File: src/sv/hslrgb_pkg.sv
// ============================================================================
// hslrgb_pkg
// Shared widths and constants for the HSL to RGB converter.
// ============================================================================
package hslrgb_pkg;

    // Input field widths
    localparam int HUE_W = 9;
    localparam int PCT_W = 7;
    localparam int LVL_W = 8;

    // Input limits
    localparam logic [HUE_W-1:0] HUE_LIMIT = 9'd360;
    localparam logic [PCT_W-1:0] PCT_MAX   = 7'd100;

    // Channel numerator over the common denominator 600000 (max 600000)
    localparam int NUM_W = 20;

    // level = floor((17*N + 20000) / 40000) = floor(((17*N + 20000) >> 6) / 625)
    localparam int X_W   = 24;
    localparam int Q_W   = X_W - 6;
    localparam logic [X_W-1:0] SCALE_MUL  = 24'd17;
    localparam logic [X_W-1:0] SCALE_BIAS = 24'd20000;

    // Reciprocal of 625: floor(2^26 / 625), estimate low by at most one
    localparam int RCP_W   = 17;
    localparam int PROD_W  = Q_W + RCP_W;
    localparam int RCP_SH  = 26;
    localparam int EST_W   = PROD_W - RCP_SH;
    localparam int BACK_W  = 19;
    localparam logic [RCP_W-1:0]  RECIP   = 17'd107374;
    localparam logic [BACK_W-1:0] DIVISOR = 19'd625;

    localparam logic [LVL_W-1:0] LVL_MAX = 8'd255;

endpackage

File: src/sv/hslrgb_chan_scale.sv
// ============================================================================
// hslrgb_chan_scale
// Three-stage scale of one channel numerator to an 8-bit level, rounded.
// ============================================================================
module hslrgb_chan_scale (
    input  logic                            i_clk,
    input  logic                            i_en,
    input  logic [hslrgb_pkg::NUM_W-1:0]    i_num,
    output logic [hslrgb_pkg::LVL_W-1:0]    o_level
);

    logic [hslrgb_pkg::X_W-1:0]    w_x;
    logic [hslrgb_pkg::Q_W-1:0]    r_q_a, n_q_a;
    logic [hslrgb_pkg::PROD_W-1:0] w_prod;
    logic [hslrgb_pkg::Q_W-1:0]    r_q_b;
    logic [hslrgb_pkg::EST_W-1:0]  r_est, n_est;
    logic [hslrgb_pkg::BACK_W-1:0] w_back;
    logic [hslrgb_pkg::BACK_W-1:0] w_rem;
    logic [hslrgb_pkg::EST_W-1:0]  w_fix;
    logic [hslrgb_pkg::LVL_W-1:0]  r_level, n_level;

    // stage A: bias and drop the power-of-two part of the divisor
    always_comb begin
        w_x   = {{(hslrgb_pkg::X_W-hslrgb_pkg::NUM_W){1'b0}}, i_num} * hslrgb_pkg::SCALE_MUL
                + hslrgb_pkg::SCALE_BIAS;
        n_q_a = w_x[hslrgb_pkg::X_W-1:hslrgb_pkg::X_W-hslrgb_pkg::Q_W];
    end

    // stage B: reciprocal multiply
    always_comb begin
        w_prod = {{hslrgb_pkg::RCP_W{1'b0}}, r_q_a}
                 * {{hslrgb_pkg::Q_W{1'b0}}, hslrgb_pkg::RECIP};
        n_est  = w_prod[hslrgb_pkg::PROD_W-1:hslrgb_pkg::RCP_SH];
    end

    // stage C: one correction step, then clamp
    always_comb begin
        w_back = {{(hslrgb_pkg::BACK_W-hslrgb_pkg::EST_W){1'b0}}, r_est} * hslrgb_pkg::DIVISOR;
        w_rem  = {{(hslrgb_pkg::BACK_W-hslrgb_pkg::Q_W){1'b0}}, r_q_b} - w_back;
        w_fix  = (w_rem >= hslrgb_pkg::DIVISOR) ? r_est + 1'b1 : r_est;
        if (w_fix > {1'b0, hslrgb_pkg::LVL_MAX}) begin
            n_level = hslrgb_pkg::LVL_MAX;
        end else begin
            n_level = w_fix[hslrgb_pkg::LVL_W-1:0];
        end
    end

    always_ff @(posedge i_clk) begin
        if (i_en) begin
            r_q_a   <= n_q_a;
            r_q_b   <= r_q_a;
            r_est   <= n_est;
            r_level <= n_level;
        end
    end

    assign o_level = r_level;

endmodule

File: src/sv/hsl_to_rgb_converter_top.sv
// ============================================================================
// hsl_to_rgb_converter_top
// Pipelined HSL to 8-bit RGB color conversion, one pixel per clock while the output is not stalled.
// ============================================================================
// Usage:
//   Input channel: i_in_valid / o_in_ready carry hue (degrees, 0..360),
//   saturation and lightness (percent, 0..100). Output channel:
//   o_out_valid / i_out_ready carry red, green, blue levels and an
//   invalid flag. Out-of-range inputs give the flag with all levels zero.
//   Path: the accepting edge loads S1; the beat then passes S2..S6 and the
//   output register before it is on the outputs.
//   Throughput: one beat per cycle, sustained, as long as the receiver
//   takes beats; every stage of the pipeline is a single register level.
//   Stalls: the pipeline moves whenever the skid is empty; a beat
//   that leaves the pipeline while the output is held lands in a one-entry
//   skid register, and o_in_ready (a register) drops until the skid drains.
//   Nothing is dropped or repeated.
//   Reset: i_rst_n low, synchronous, clears every valid bit; data registers
//   are not reset. The block is ready the cycle after reset releases.
// Pipeline:
//   S1 range check, span |2L-1| form, hue sector and ramp factor
//   S2 chroma numerator span*S
//   S3 C, X and m numerators, sector routing, per-channel sum
//   S4..S6 per channel: bias, reciprocal divide by 40000, correct, clamp
// ============================================================================
module hsl_to_rgb_converter_top (
    input  logic                              i_clk,
    input  logic                              i_rst_n,
    input  logic                              i_in_valid,
    output logic                              o_in_ready,
    input  logic [hslrgb_pkg::HUE_W-1:0]      i_hue_degrees,
    input  logic [hslrgb_pkg::PCT_W-1:0]      i_saturation_pct,
    input  logic [hslrgb_pkg::PCT_W-1:0]      i_lightness_pct,
    output logic                              o_out_valid,
    input  logic                              i_out_ready,
    output logic [hslrgb_pkg::LVL_W-1:0]      o_red_level,
    output logic [hslrgb_pkg::LVL_W-1:0]      o_green_level,
    output logic [hslrgb_pkg::LVL_W-1:0]      o_blue_level,
    output logic                              o_input_invalid
);

    // 60-degree hue sectors
    typedef enum logic [2:0] {
        SEC_RY,     // red to yellow
        SEC_YG,     // yellow to green
        SEC_GC,     // green to cyan
        SEC_CB,     // cyan to blue
        SEC_BM,     // blue to magenta
        SEC_MR      // magenta to red, also 360
    } t_sector;

    typedef struct packed {
        logic [hslrgb_pkg::LVL_W-1:0] red;
        logic [hslrgb_pkg::LVL_W-1:0] green;
        logic [hslrgb_pkg::LVL_W-1:0] blue;
        logic                         invalid;
    } t_pix;

    // output register plus skid state
    logic r_out_valid, n_out_valid;
    logic r_skid_valid, n_skid_valid;
    t_pix r_out_pix, n_out_pix;
    t_pix r_skid_pix, n_skid_pix;
    logic w_push, w_pop;

    // global advance: the whole pipeline moves while the skid is empty
    logic w_en;
    assign w_en = !r_skid_valid;

    // ------------------------------------------------------------------
    // valid and invalid-flag chains
    // ------------------------------------------------------------------
    logic [5:0] r_vld;
    logic [5:0] r_inv;
    logic       w_inv;

    assign w_inv = (i_hue_degrees > hslrgb_pkg::HUE_LIMIT)
                || (i_saturation_pct > hslrgb_pkg::PCT_MAX)
                || (i_lightness_pct > hslrgb_pkg::PCT_MAX);

    // ------------------------------------------------------------------
    // S1
    // ------------------------------------------------------------------
    logic [hslrgb_pkg::HUE_W-1:0] w_hm;
    logic [5:0]                   n_f1, r_f1, r_f2;
    t_sector                      n_sec1, r_sec1, r_sec2;
    logic [hslrgb_pkg::PCT_W:0]   w_l2;
    logic [hslrgb_pkg::PCT_W-1:0] n_span1, r_span1;
    logic [hslrgb_pkg::PCT_W-1:0] r_s1, r_l1, r_l2;

    always_comb begin
        // hue reduced to 0..120 by compare and subtract
        if (i_hue_degrees >= 9'd240) begin
            w_hm = i_hue_degrees - 9'd240;
        end else if (i_hue_degrees >= 9'd120) begin
            w_hm = i_hue_degrees - 9'd120;
        end else begin
            w_hm = i_hue_degrees;
        end
        // ramp factor 60 - |hm - 60|
        if (w_hm >= 9'd60) begin
            n_f1 = 6'(9'd120 - w_hm);
        end else begin
            n_f1 = w_hm[5:0];
        end

        if (i_hue_degrees < 9'd60) begin
            n_sec1 = SEC_RY;
        end else if (i_hue_degrees < 9'd120) begin
            n_sec1 = SEC_YG;
        end else if (i_hue_degrees < 9'd180) begin
            n_sec1 = SEC_GC;
        end else if (i_hue_degrees < 9'd240) begin
            n_sec1 = SEC_CB;
        end else if (i_hue_degrees < 9'd300) begin
            n_sec1 = SEC_BM;
        end else begin
            n_sec1 = SEC_MR;
        end

        // 100 - |2L - 100|
        w_l2 = {i_lightness_pct, 1'b0};
        if (w_l2 >= 8'd100) begin
            n_span1 = 7'(8'd200 - w_l2);
        end else begin
            n_span1 = w_l2[hslrgb_pkg::PCT_W-1:0];
        end
    end

    // ------------------------------------------------------------------
    // S2: chroma numerator
    // ------------------------------------------------------------------
    logic [13:0] n_cn2, r_cn2;

    assign n_cn2 = {7'b0, r_span1} * {7'b0, r_s1};

    // ------------------------------------------------------------------
    // S3: component numerators and routing
    // ------------------------------------------------------------------
    logic [hslrgb_pkg::NUM_W-1:0] w_cnum, w_xnum, w_mnum;
    logic [14:0]                  w_mbase;
    logic [hslrgb_pkg::NUM_W:0]   w_rsum, w_gsum, w_bsum;
    logic [hslrgb_pkg::NUM_W-1:0] w_r, w_g, w_b;
    logic [hslrgb_pkg::NUM_W-1:0] n_rn3, n_gn3, n_bn3, r_rn3, r_gn3, r_bn3;

    always_comb begin
        w_cnum  = {6'b0, r_cn2} * 20'd60;
        w_xnum  = {6'b0, r_cn2} * {14'b0, r_f2};
        w_mbase = {8'b0, r_l2} * 15'd200 - {1'b0, r_cn2};
        w_mnum  = {5'b0, w_mbase} * 20'd30;

        case (r_sec2)
            SEC_RY: begin w_r = w_cnum; w_g = w_xnum; w_b = '0;     end
            SEC_YG: begin w_r = w_xnum; w_g = w_cnum; w_b = '0;     end
            SEC_GC: begin w_r = '0;     w_g = w_cnum; w_b = w_xnum; end
            SEC_CB: begin w_r = '0;     w_g = w_xnum; w_b = w_cnum; end
            SEC_BM: begin w_r = w_xnum; w_g = '0;     w_b = w_cnum; end
            default: begin w_r = w_cnum; w_g = '0;    w_b = w_xnum; end
        endcase

        w_rsum = {1'b0, w_r} + {1'b0, w_mnum};
        w_gsum = {1'b0, w_g} + {1'b0, w_mnum};
        w_bsum = {1'b0, w_b} + {1'b0, w_mnum};

        // a zero numerator scales to level zero
        if (r_inv[1]) begin
            n_rn3 = '0;
            n_gn3 = '0;
            n_bn3 = '0;
        end else begin
            n_rn3 = w_rsum[hslrgb_pkg::NUM_W-1:0];
            n_gn3 = w_gsum[hslrgb_pkg::NUM_W-1:0];
            n_bn3 = w_bsum[hslrgb_pkg::NUM_W-1:0];
        end
    end

    always_ff @(posedge i_clk) begin
        if (w_en) begin
            r_f1    <= n_f1;
            r_sec1  <= n_sec1;
            r_span1 <= n_span1;
            r_s1    <= i_saturation_pct;
            r_l1    <= i_lightness_pct;
            r_cn2   <= n_cn2;
            r_f2    <= r_f1;
            r_sec2  <= r_sec1;
            r_l2    <= r_l1;
            r_rn3   <= n_rn3;
            r_gn3   <= n_gn3;
            r_bn3   <= n_bn3;
            r_inv   <= {r_inv[4:0], w_inv};
        end
    end

    always_ff @(posedge i_clk) begin
        if (!i_rst_n) begin
            r_vld <= '0;
        end else if (w_en) begin
            r_vld <= {r_vld[4:0], i_in_valid};
        end
    end

    // ------------------------------------------------------------------
    // S4..S6: per-channel scaling
    // ------------------------------------------------------------------
    logic [hslrgb_pkg::LVL_W-1:0] w_red, w_green, w_blue;
    t_pix                         w_new;

    hslrgb_chan_scale u_scale_red (
        .i_clk   (i_clk),
        .i_en    (w_en),
        .i_num   (r_rn3),
        .o_level (w_red)
    );

    hslrgb_chan_scale u_scale_green (
        .i_clk   (i_clk),
        .i_en    (w_en),
        .i_num   (r_gn3),
        .o_level (w_green)
    );

    hslrgb_chan_scale u_scale_blue (
        .i_clk   (i_clk),
        .i_en    (w_en),
        .i_num   (r_bn3),
        .o_level (w_blue)
    );

    assign w_new = '{red: w_red, green: w_green, blue: w_blue, invalid: r_inv[5]};

    // ------------------------------------------------------------------
    // output register plus skid
    // ------------------------------------------------------------------
    assign w_push = w_en && r_vld[5];
    assign w_pop  = r_out_valid && i_out_ready;

    always_comb begin
        n_out_valid  = r_out_valid;
        n_skid_valid = r_skid_valid;
        n_out_pix    = r_out_pix;
        n_skid_pix   = r_skid_pix;
        if (r_skid_valid) begin
            if (w_pop) begin
                n_out_pix    = r_skid_pix;
                n_skid_valid = 1'b0;
            end
        end else if (w_push) begin
            if (!r_out_valid || w_pop) begin
                n_out_pix   = w_new;
                n_out_valid = 1'b1;
            end else begin
                n_skid_pix   = w_new;
                n_skid_valid = 1'b1;
            end
        end else if (w_pop) begin
            n_out_valid = 1'b0;
        end
    end

    always_ff @(posedge i_clk) begin
        if (!i_rst_n) begin
            r_out_valid  <= 1'b0;
            r_skid_valid <= 1'b0;
        end else begin
            r_out_valid  <= n_out_valid;
            r_skid_valid <= n_skid_valid;
        end
    end

    always_ff @(posedge i_clk) begin
        r_out_pix  <= n_out_pix;
        r_skid_pix <= n_skid_pix;
    end

    assign o_in_ready      = w_en;
    assign o_out_valid     = r_out_valid;
    assign o_red_level     = r_out_pix.red;
    assign o_green_level   = r_out_pix.green;
    assign o_blue_level    = r_out_pix.blue;
    assign o_input_invalid = r_out_pix.invalid;

    // ------------------------------------------------------------------
    // assertions
    // ------------------------------------------------------------------
    // skid holds a beat only behind a held output beat
    a_skid_behind_out: assert property (@(posedge i_clk) disable iff (!i_rst_n)
        r_skid_valid |-> r_out_valid)
        else $error("skid full with output empty");

    // skid fills only when the output was stalled
    a_skid_on_stall: assert property (@(posedge i_clk) disable iff (!i_rst_n)
        $rose(r_skid_valid) |-> $past(r_out_valid && !i_out_ready))
        else $error("skid filled without a stall");

    // invalid beats carry all-zero levels
    a_invalid_zero: assert property (@(posedge i_clk) disable iff (!i_rst_n)
        (o_out_valid && o_input_invalid) |->
            (o_red_level == '0 && o_green_level == '0 && o_blue_level == '0))
        else $error("invalid beat with nonzero level");

endmodule

File: config.mk
export PLATFORM = sky130hd
export DESIGN_NAME = hsl_to_rgb_converter_top
export DESIGN_NICKNAME = d
export VERILOG_FILES = /design/src/sv/hslrgb_pkg.sv /design/src/sv/hslrgb_chan_scale.sv /design/src/sv/hsl_to_rgb_converter_top.sv
export SDC_FILE = /design/constraint.sdc
export NUM_CORES = 2
export LEC_CHECK = 0
export BUFFER_PORTS_ARGS = -buffer_cell sky130_fd_sc_hd__buf_2
export CORE_MARGIN = 1
export CORE_UTILIZATION = 65
export DETAILED_ROUTE_END_ITERATION = 10
export GPL_TIMING_DRIVEN = 1
export PLACE_DENSITY = 0.82
export SLEW_MARGIN = 20
export SYNTH_ARGS = -nofsm -noshare
export SYNTH_HDL_FRONTEND = slang
export SYNTH_HIERARCHICAL = 1
export SYNTH_SLANG_ARGS = --single-unit
File: constraint.sdc
create_clock -name i_clk -period 21.4 [get_ports i_clk]
set_clock_uncertainty 0.2 [all_clocks]
set_input_delay 4.28 -clock i_clk [delete_from_list [all_inputs] [get_ports i_clk]]
set_output_delay 4.28 -clock i_clk [all_outputs]
set_load 0.005 [all_outputs]
==> results.txt <==
- The run finished with clean final reports.
- Global routing used about 28% of the available tracks.
* Remaining antenna violation count after routing: 0
* Final weighted congestion in routability-driven placement: just under 1
- The final route contains 32.5k vias.
- Cell taking the most area after synthesis: sky130_fd_sc_hd__fa_1
- Number of standard cells after synthesis: between 4k and 5k
- Top-level I/O count: 54
- In this run the vertical extent of the chip is 272 um.
* Number of cell rows: 98
* Synthesized cell area: between 0.04 and 0.05 sq mm
- Placeable core region: 0.0717 sq mm
- Synth Area in XOR/XNOR: 4.48%
* Ys async rst share: 0%
- Shortest clock period the worst path allows after layout: roughly 7.9 ns
- Final hold analysis gives a worst-case slack of between 0.2 and 0.25 ns.
* Share of synthesized cell area in and, or, nand and nor gates: under 10%
- For this run, the register share of the synthesized area comes to a little over a fifth.
- Entering global routing, the biggest net connects roughly 170 pins.
- Fraction of synthesized area in multiplexers: under 10%
- DPL Wire Length: between 80000 and 90000 um
- Final Instance Area: around 0.05 sq mm
- Vias per inst: a little under 6
- The die is 272 um wide.
- Clock tree synthesis inserted a total of ~40 buffers.
- In this run the deepest clock path goes through 3 buffers.
- The startpoint identified for the worst hold timing path is r_f1[2]$_DFFE_PN_.
- Number of unique standard cell types used by synthesis: about 110
- Data arrives at the worst endpoint at ~8 ns.
- Gates resized during post-CTS repair numbered 0.
- Along the worst hold path, the cell count comes to 0.
* Data required time of the worst path: roughly 22 ns
* Delay of the slowest cell on the worst path: approximately 0.53 ns
* Avg WL per Cell: 17.6 um
- Hold repair after CTS inserted 0 buffers.
- Unrepaired setup endpoints after global routing: false
* Number of global-route vias before repair: between 30k and 40k
* TritonCTS Sinks: roughly 340
* Number of flops mapped to enable cells by yosys: 329
* Antenna violations before repair: 1
* Accumulated negative setup slack: 0 ns
* Fraction of synthesized cell area taken by the top area cell type: 23.4%
- Post-CTS timing repair inserted 0 buffers for setup.
* Startpoint type of the worst setup path: flop
* Worst flop-to-flop path startpoint: r_l2[2]$_DFFE_PN_
- First-pass GRT wire length: 168000 um
* Warnings from Yosys: 6
- Worst slew pin tran: 0.966 ns
- Worst-path maximum fanout: 5
* Relative max-transition margin: about 36%
- After synthesis, the largest family of logic cells by area is adder cells.
- Maximum capacitance violations: 0
* Count of port buffers added during placement: 53
- Summing the areas of all compound-gate instances in the mapped netlist gives under 10% of the synthesized area.
* Syn_area_per_cell: between 10 and 15 sq um
- After detailed routing, the number of remaining DRC violations is 0.
* Later-pin clock latency in the skew report: about 0.6 ns
- TritonCTS built the clock tree.
- The pre-antenna-repair detailed-routing pass consisted of 6 iterations.
- Most instantiated flip-flop cell in the synthesis netlist: sky130_fd_sc_hd__edfxtp_1
* H-Tree Depth: 2
* Slowest CP cell: sky130_fd_sc_hd__fa_1
- The synthesized netlist devotes 46.6% of its cell area to adder and majority cells.
- Synthesis-to-layout area growth: 5.63%
- The critical path in this run is classified as reg -> reg.
- The worst setup path is captured at a flop.
* Placed instance area: 0.0487 sq mm
- In this run the clock root is driven by a sky130_fd_sc_hd__clkbuf_16.
* Slew Limit Fails: 0
- By area the synthesized netlist is led by sky130_fd_sc_hd__fa_1 (23%), sky130_fd_sc_hd__ha_1 (23%), sky130_fd_sc_hd__edfxtp_1 (21%).
* Most common cell on crit path: sky130_fd_sc_hd__ha_1
- DIE AREA: 0.0739 sq mm
- Flop2flop setup slack: about 13 ns
- Of the available clock period, the critical path in the final layout requires 37.0%.
* Clock-pin slew on the worst setup and hold paths: 0.06 ns
* Total overflow reported by the global router: 0
- DRT Wirelength: a little under 100000 um
- Measured on the finished design, the core utilization comes to between 60% and 70%.
- For this block, the initial DRC count from the detailed router was approximately 1.9k.
- Antenna cells: 0
* Capture point of the worst reg-to-reg path: r_bn3[19]$_SDFFCE_PP0N_
* Final #Nets: 6106
- Setup violations remaining at the end of the flow were counted as 0.
- The number of hold-slack violations in the final timing report was 0.
* Hold WC Path Type: reg -> reg
- The initial utilization of the core area, before any placement, comes to between 60% and 70%.
* Worst reg2reg path depth: 28
* Endpoint, Worst Hold: r_f2[2]$_DFFE_PN_
- Derived from the worst setup path, the maximum achievable clock frequency is 126 MHz.
- Count of state elements after synthesis: 337
- Proportion of layout cells with a drive suffix above 1: between 4 and 5%
==> critical path, delay by kind of cell (launching register included) <==
| family | cells | cell delay [ns] |
|---|---|---|
| xor+xnor | 4 | 1.28 |
| fa+ha+maj | 9 | 3.52 |
| compound gates | 7 | 1.51 |
| flops | 1 | 0.43 |
| simple gates | 6 | 0.59 |
| buf+inv | 2 | 0.10 |
==> metrics by stage <==
stage / setup WS, ns / std cells
after floorplan: 10.72 / 4591
after global routing: 13.06 / 5632
after global placement: 13.60 / 5558
final: 13.49 / 5632
after detailed placement: 13.55 / 5558
after CTS: 13.50 / 5632
==> layout by cell type (no fill, tap or decap), types with 50 or more instances in the layout <==
| cell type | Yosys | final |
|---|---|---|
| sky130_fd_sc_hd__xnor2_1 | 156 | 156 |
| sky130_fd_sc_hd__buf_2 | 3 | 53 |
| sky130_fd_sc_hd__nor2b_1 | 50 | 50 |
| sky130_fd_sc_hd__edfxtp_1 | 329 | 329 |
| sky130_fd_sc_hd__nand2_1 | 243 | 243 |
| sky130_fd_sc_hd__a21oi_1 | 194 | 193 |
| sky130_fd_sc_hd__nand3_1 | 54 | 54 |
| sky130_fd_sc_hd__inv_1 | 974 | 973 |
| sky130_fd_sc_hd__a21o_1 | 61 | 61 |
| sky130_fd_sc_hd__nor3_1 | 55 | 55 |
| sky130_fd_sc_hd__ha_1 | 876 | 876 |
| sky130_fd_sc_hd__nor2_1 | 197 | 197 |
| sky130_fd_sc_hd__xor2_1 | 72 | 72 |
| sky130_fd_sc_hd__and2_1 | 53 | 53 |
| sky130_fd_sc_hd__fa_1 | 552 | 552 |
| sky130_fd_sc_hd__o21ai_0 | 124 | 124 |
==> metal layers <==
layer | share of wire [%] | vias to the layer above | GRT usage [%]
met3 | 5.1 | 226 | 3.86
met1 | 41 | 15900 | 35.1
met5 | 0.0091 | - | 0
met4 | 3.0 | 2 | 8.43
li1 | - | 15500 | -
met2 | 51 | 862 | 50.2
==> registers in the layout, summed over array words and instances (netlist names), 8 cells and up <==
register and flops:
o_red_level 8, u_scale_blue/r_q_b 18, o_blue_level 8, u_scale_blue/o_level 8
u_scale_red/o_level 8, r_skid_pix 25, u_scale_blue/r_q_a 18, r_bn3 19
o_green_level 8, u_scale_red/r_est 9, u_scale_green/r_q_a 18, u_scale_green/o_level 8
r_cn2 13, r_gn3 19, u_scale_green/r_q_b 18, u_scale_red/r_q_b 18
u_scale_blue/r_est 9, r_rn3 19, u_scale_green/r_est 9, u_scale_red/r_q_a 18
==> kinds of logic after synthesis <==
group,Yosys count
fa+ha+maj,1432
buf+inv,1022
simple gates,821
compound gates,690
flops,337
xor+xnor,234
mux,52
other cells,1
==> synth_stat cells (20+ instances only) <==
cell type and n:
sky130_fd_sc_hd__mux2_2 27, sky130_fd_sc_hd__fa_1 552, sky130_fd_sc_hd__nor3_1 55, sky130_fd_sc_hd__xnor2_1 156, sky130_fd_sc_hd__xor2_1 72, sky130_fd_sc_hd__and3_1 22
sky130_fd_sc_hd__a31oi_1 26, sky130_fd_sc_hd__nand4_1 20, sky130_fd_sc_hd__nor2b_1 50, sky130_fd_sc_hd__a21oi_1 194, sky130_fd_sc_hd__edfxtp_1 329, sky130_fd_sc_hd__nand2b_1 41
sky130_fd_sc_hd__inv_1 974, sky130_fd_sc_hd__nor2_1 197, sky130_fd_sc_hd__ha_1 876, sky130_fd_sc_hd__and2_1 53, sky130_fd_sc_hd__nand2_1 243, sky130_fd_sc_hd__o21ai_0 124
sky130_fd_sc_hd__a21o_1 61, sky130_fd_sc_hd__o21a_1 38, sky130_fd_sc_hd__nand3_1 54, sky130_fd_sc_hd__clkbuf_1 39, sky130_fd_sc_hd__a211oi_1 32
==> worst max-delay path by stage <==
stage                             from                 endpoint  slack (ns)  cells after the start
4_1_cts              r_l2[2]$_DFFE_PN_  r_bn3[19]$_SDFFCE_PP0N_       13.50                     28
5_1_grt              r_l2[2]$_DFFE_PN_  r_bn3[19]$_SDFFCE_PP0N_       13.06                     28
6_report             r_l2[2]$_DFFE_PN_  r_bn3[19]$_SDFFCE_PP0N_       13.49                     28
3_5_place_dp         r_l2[2]$_DFFE_PN_  r_bn3[19]$_SDFFCE_PP0N_       13.55                     28
2_1_floorplan  r_skid_valid$_SDFF_PN0_               o_in_ready       10.72                      3
3_3_place_gp         r_l2[2]$_DFFE_PN_  r_bn3[19]$_SDFFCE_PP0N_       13.60                     28
==> cell type report <==
type	count	area (sq um)
Tap cell	950	1190
Sequential cell	337	10000
Multi-Input combinational cell	3232	33400
Clock inverter	21	183
Inverter	976	3670
Timing Repair Buffer	63	353
Fill cell	5187	21800
Clock buffer	53	1100
Power is not shown: default switching activity piles up to over one toggle a cycle in this logic, so the estimate is an artifact.
